<file path="config.mk">
export PLATFORM = sky130hd
export DESIGN_NAME = pmp_rdc_ctrl
export DESIGN_NICKNAME = d
export VERILOG_FILES = /design/src/rtl/core/pmp_rdc_pkg.sv /design/src/rtl/core/pmp_rdc_ctrl.sv
export SDC_FILE = /design/constraint.sdc
export NUM_CORES = 1
export LEC_CHECK = 0
export BUFFER_PORTS_ARGS = -buffer_cell sky130_fd_sc_hd__buf_2
export CAP_MARGIN = 20
export CORE_AREA = 2 2 39 41
export DETAILED_ROUTE_END_ITERATION = 10
export DIE_AREA = 0 0 41 43
export HOLD_SLACK_MARGIN = 0.08
export MAX_ROUTING_LAYER = met4
export PLACE_DENSITY_LB_ADDON = 0.25
export SYNTH_ARGS = -nofsm -noshare
export SYNTH_HDL_FRONTEND = slang
export SYNTH_SLANG_ARGS = --single-unit
</file>
<file path="constraint.sdc">
create_clock -name clk -period 1.4 [get_ports clk]
set_clock_uncertainty 0.2 [all_clocks]
set_input_delay 0.14 -clock clk [delete_from_list [all_inputs] [get_ports clk]]
set_output_delay 0.14 -clock clk [all_outputs]
set_load 0.05 [all_outputs]
</file>
<file path="src/rtl/core/pmp_rdc_pkg.sv">
package pmp_rdc_pkg;

  // table size and field widths
  localparam int NUM_ENTRIES = 16;
  localparam int ENTRY_W     = 4;
  localparam int ADDR_W      = 64;
  localparam int WORD_W      = 54;
  localparam int LIMIT_W     = 5;

  localparam logic [LIMIT_W-1:0] LIMIT_RESET = 5'd16;

  // request codes (s_axis_tuser)
  localparam logic [1:0] REQ_WR_ADDR = 2'd0;
  localparam logic [1:0] REQ_WR_CFG  = 2'd1;
  localparam logic [1:0] REQ_CHECK   = 2'd2;

  // access kinds
  localparam logic [1:0] KIND_READ  = 2'd0;
  localparam logic [1:0] KIND_WRITE = 2'd1;
  localparam logic [1:0] KIND_EXEC  = 2'd2;

  // address-matching mode, bits 4:3 of a config byte
  localparam logic [1:0] MODE_OFF   = 2'd0;
  localparam logic [1:0] MODE_TOR   = 2'd1;
  localparam logic [1:0] MODE_NA4   = 2'd2;
  localparam logic [1:0] MODE_NAPOT = 2'd3;

  typedef struct packed {
    logic              load;  // latch a new request
    logic              exec;  // update tables / run comparator bank
    logic              pick;  // priority pick into the output register
  } cmd_t;

  typedef struct packed {
    logic [1:0]        req_type;
    logic [ENTRY_W-1:0] entry_index;
    logic              cfg_group;
    logic [63:0]       word_value;
    logic [ADDR_W-1:0] access_address;
    logic [1:0]        access_kind;
  } req_t;

  typedef struct packed {
    logic [ENTRY_W-1:0] hit_entry;
    logic              hit;
    logic              allow;
  } res_t;

endpackage

</file>
<file path="src/rtl/core/pmp_rdc_ctrl.sv">
module pmp_rdc_ctrl (
  input  logic                clk,
  input  logic                rst,
  input  logic                in_valid,
  output logic                in_ready,
  output logic                out_valid,
  input  logic                out_ready,
  output pmp_rdc_pkg::cmd_t   cmd
);

  localparam logic [1:0] ST_IDLE = 2'd0;
  localparam logic [1:0] ST_EXEC = 2'd1;
  localparam logic [1:0] ST_PICK = 2'd2;

  logic [1:0] state;
  logic [1:0] state_next;
  logic       out_valid_next;
  logic       out_free;
  logic       in_acc;
  logic       pick_fire;

  assign out_free  = !out_valid || out_ready;
  assign pick_fire = (state == ST_PICK) && out_free;
  assign in_ready  = (state == ST_IDLE) || pick_fire;
  assign in_acc    = in_valid && in_ready;

  assign cmd.load = in_acc;
  assign cmd.exec = (state == ST_EXEC);
  assign cmd.pick = pick_fire;

  always_comb begin
    state_next = state;
    unique case (state)
      ST_IDLE: begin
        if (in_acc) state_next = ST_EXEC;
      end
      ST_EXEC: begin
        state_next = ST_PICK;
      end
      ST_PICK: begin
        if (pick_fire) state_next = in_acc ? ST_EXEC : ST_IDLE;
      end
      default: begin
        state_next = ST_IDLE;
      end
    endcase
  end

  always_comb begin
    out_valid_next = out_valid;
    if (pick_fire) begin
      out_valid_next = 1'b1;
    end else if (out_ready) begin
      out_valid_next = 1'b0;
    end
  end

  always_ff @(posedge clk) begin
    if (rst) begin
      state     <= ST_IDLE;
      out_valid <= 1'b0;
    end else begin
      state     <= state_next;
      out_valid <= out_valid_next;
    end
  end

endmodule

</file>
==> results.md <==
- Gate Count Post-Synth: 17
- Post-synthesis cell type count: 12
- Cell area after synthesis: 171 um^2
- Hold Slack: 205 ps
- CTS root buf: clkbuf_4
- Die area: 1760 um^2
- Starting DRC count in detailed routing: 1
- Final ANT Viol Nets: 0
- Htree depth: 1
- Post-route worst setup slack: -79.1 ps
- CTS tree: yes
- # setup viols final: 1
- Sequential area share after synthesis: 0.350
- Reg-to-reg critical path startpoint: out_valid$_SDFFE_PP0P_
- Synth area leaders: dfxtp_1 35%, buf_4 13%, nor4b_2 8.8%, and4bb_1 7.3%, nand2b_1 7.3%
- Sw Share: 0.271
- # port buffers: 8
- TritonCTS Buffers: 3
- Layout area overhead: 73.0%
- Global route total overflow: 0
- Gate power share: 0.212
- Sequential Power Share: 0.308
- CTS max path bufs: 2
- GRT Total Usage: 0.0576
- IO Pins: 9
- Clk sinks: 3
- Clock share of power: 0.480
- VDD IR max: 0.000341 V
- Fillers: 153
- Final Critical Period: 1480 ps
- YS warnings: 0
- Final max-slew violation count: 0
- Synth area leader: dfxtp_1
- Internal power: 225 uW
- Outcome: finished with violations
- Worst hold path startpoint: out_ready
- Mean post-synth cell area: 10.1 um^2
- Hold crit path type: in -> reg
- Relative slew slack: 0.836
- CP Data Required Time: 1060 ps
- Number of max-cap violations: 0
- Largest net degree at the start of global routing: 7
- Failing checks: negative setup slack
- Number of global-route vias before repair: 153
- Worst-Skew Late Latency: 230 ps
- Initial antenna violation count: 0
- Slew @ Worst Pin: 248 ps
- Largest fanout on the critical path: 4
- Ant diodes: 0
- Hold Fails Final Rpt: 0
- Via/cell ratio: 3.64
- Core Rows: 14
- Crit start category: flop
- Kind of critical path: reg -> out
- Remaining DRCs: 0
- Worst-path cell chain: and3b_1, nor3b_2, buf_6
- Routability Congestion: 0.545
- Final Non-Filler Cells: 45
- Layout cell share with drive strength beyond 1: 0.552
- Pre-antenna DRT Iters: 2
- Synth top area share: 0.350
- RSZ-0062 raised after global routing: true
- Slowest-stage cell, CP: dfxtp_1
- Sw Pwr: 83.7 uW
- Fmax: 676 MHz
- Final nets: 34
- Fin util: 0.214
- Lkg Pwr: 0.138 nW
- Synthesis-stage register bit count: 3
- Cell Count Post-Placement: 38
- Clk slew on worst S/H paths: 40 ps
- Die width: 41 um
- Final period utilization: 1.06
- Net count after synthesis: 21
- CP startpoint: state[1]$_SDFFE_PP0P_
- P per Cell Area: 1040 nW/um^2
- Arrival @ worst endpoint: 1140 ps
- WL final: 366 um
- Wire length per cell: 8.13 um
- Core Area: 1380 um^2
- Global-route wire length before repair: 593 um
- Slowest Stage Delay on Critical Path: 310 ps
- Initial core utilization: 0.124
- Chip Height: 43 um
- Endpoint class of the critical path: output pin
- DR vias: 164
[synth_stat cells (all sizes together)]
cell and number:
nor2 1, nor3b 1, nor2b 1, and3b 1, a21oi 1, nor4b 1, buf 3, and2b 1
and4bb 1, o21ba 1, dfxtp 3, nand2b 2
[power by group through the flow]
stage / clock network, mW / registers (mW) / logic [mW]
floorplan: 0 / 0.0980 / 0.0423
global placement: 0 / 0.0954 / 0.0524
detailed placement: 0 / 0.0957 / 0.0526
CTS: 0.158 / 0.0950 / 0.0654
global route: 0.163 / 0.0957 / 0.0689
finish: 0.148 / 0.0950 / 0.0655
[stage by stage]
| step | cell area, um^2 | TNS (ps) | worst slack, ps | power, mW |
|---|---|---|---|---|
| finish | 297 | -79.1 | -79.1 | 0.309 |
| global route | 297 | -194 | -122 | 0.328 |
| CTS | 294 | -101 | -86.0 | 0.319 |
| detailed placement | 213 | 0 | 88.9 | 0.148 |
| global placement | 213 | 0 | 94.3 | 0.148 |
| floorplan | 175 | 0 | 7.00 | 0.140 |
[area by class of cell]
| class | instances | area (um^2) | share of cell area |
|---|---|---|---|
| clock buffers | 4 | 26.3 | 0.0886 |
| flip-flops and latches | 3 | 62.6 | 0.211 |
| multi-input cells | 11 | 96.3 | 0.325 |
| repair buffers | 11 | 91.3 | 0.308 |
| well taps | 16 | 20.0 | 0.0675 |
[kinds of logic after synthesis]
group	share of synthesized area
compound gates	0.0876
buf+inv	0.131
flops	0.350
simple gates	0.431
[final timing paths]
kind / to / depth (start not counted) / slack (ps)
hold reg to reg: state[0]$_SDFFE_PP0P_ / 1 / 290
setup / recovery: cmd[2] / 3 / -80
hold / removal: state[1]$_SDFFE_PP0P_ / 3 / 200
setup reg to reg: out_valid$_SDFFE_PP0P_ / 3 / 70
[registers in the layout, indices dropped and copies added, names as in the netlist]
register / count
out_valid: 1
state: 2
[layer usage]
layer / vias up / global-route usage / part of all wire
li1: 82 / - / -
met1: 78 / 0.0513 / 0.40
met2: 4 / 0.0688 / 0.52
met3: 0 / 0.0628 / 0.071
met4: 0 / 0.0400 / 0
met5: - / - / 0
[cell usage in the layout, fill, tap and decap left out]
cell type / instances
and2b_1: 1
dlygate4sd3_1: 3
nor4b_2: 1
o21ba_1: 1
nand2b_1: 2
and4bb_1: 1
buf_6: 3
clkbuf_4: 4
dfxtp_2: 2
buf_2: 4
clkbuf_1: 1
nor2b_1: 1
and3b_1: 1
dfxtp_1: 1
nor3b_2: 1
a21oi_1: 1
nor2_2: 1
[worst max-delay path: cells and delay by family (launching register included)]
| kind | cells | cell delay [ps] |
|---|---|---|
| buf+inv | 1 | 180 |
| flops | 1 | 310 |
| simple gates | 2 | 420 |
[timing repair]
item / in CTS / in global routing
gates resized for setup: 8 / 1
endpoints found under the setup margin: 4 / 4
endpoints found under the hold margin: 3 / 0
setup buffers: 0 / 0
hold buffers: 3 / 0
(Power assumes the default switching activity.)
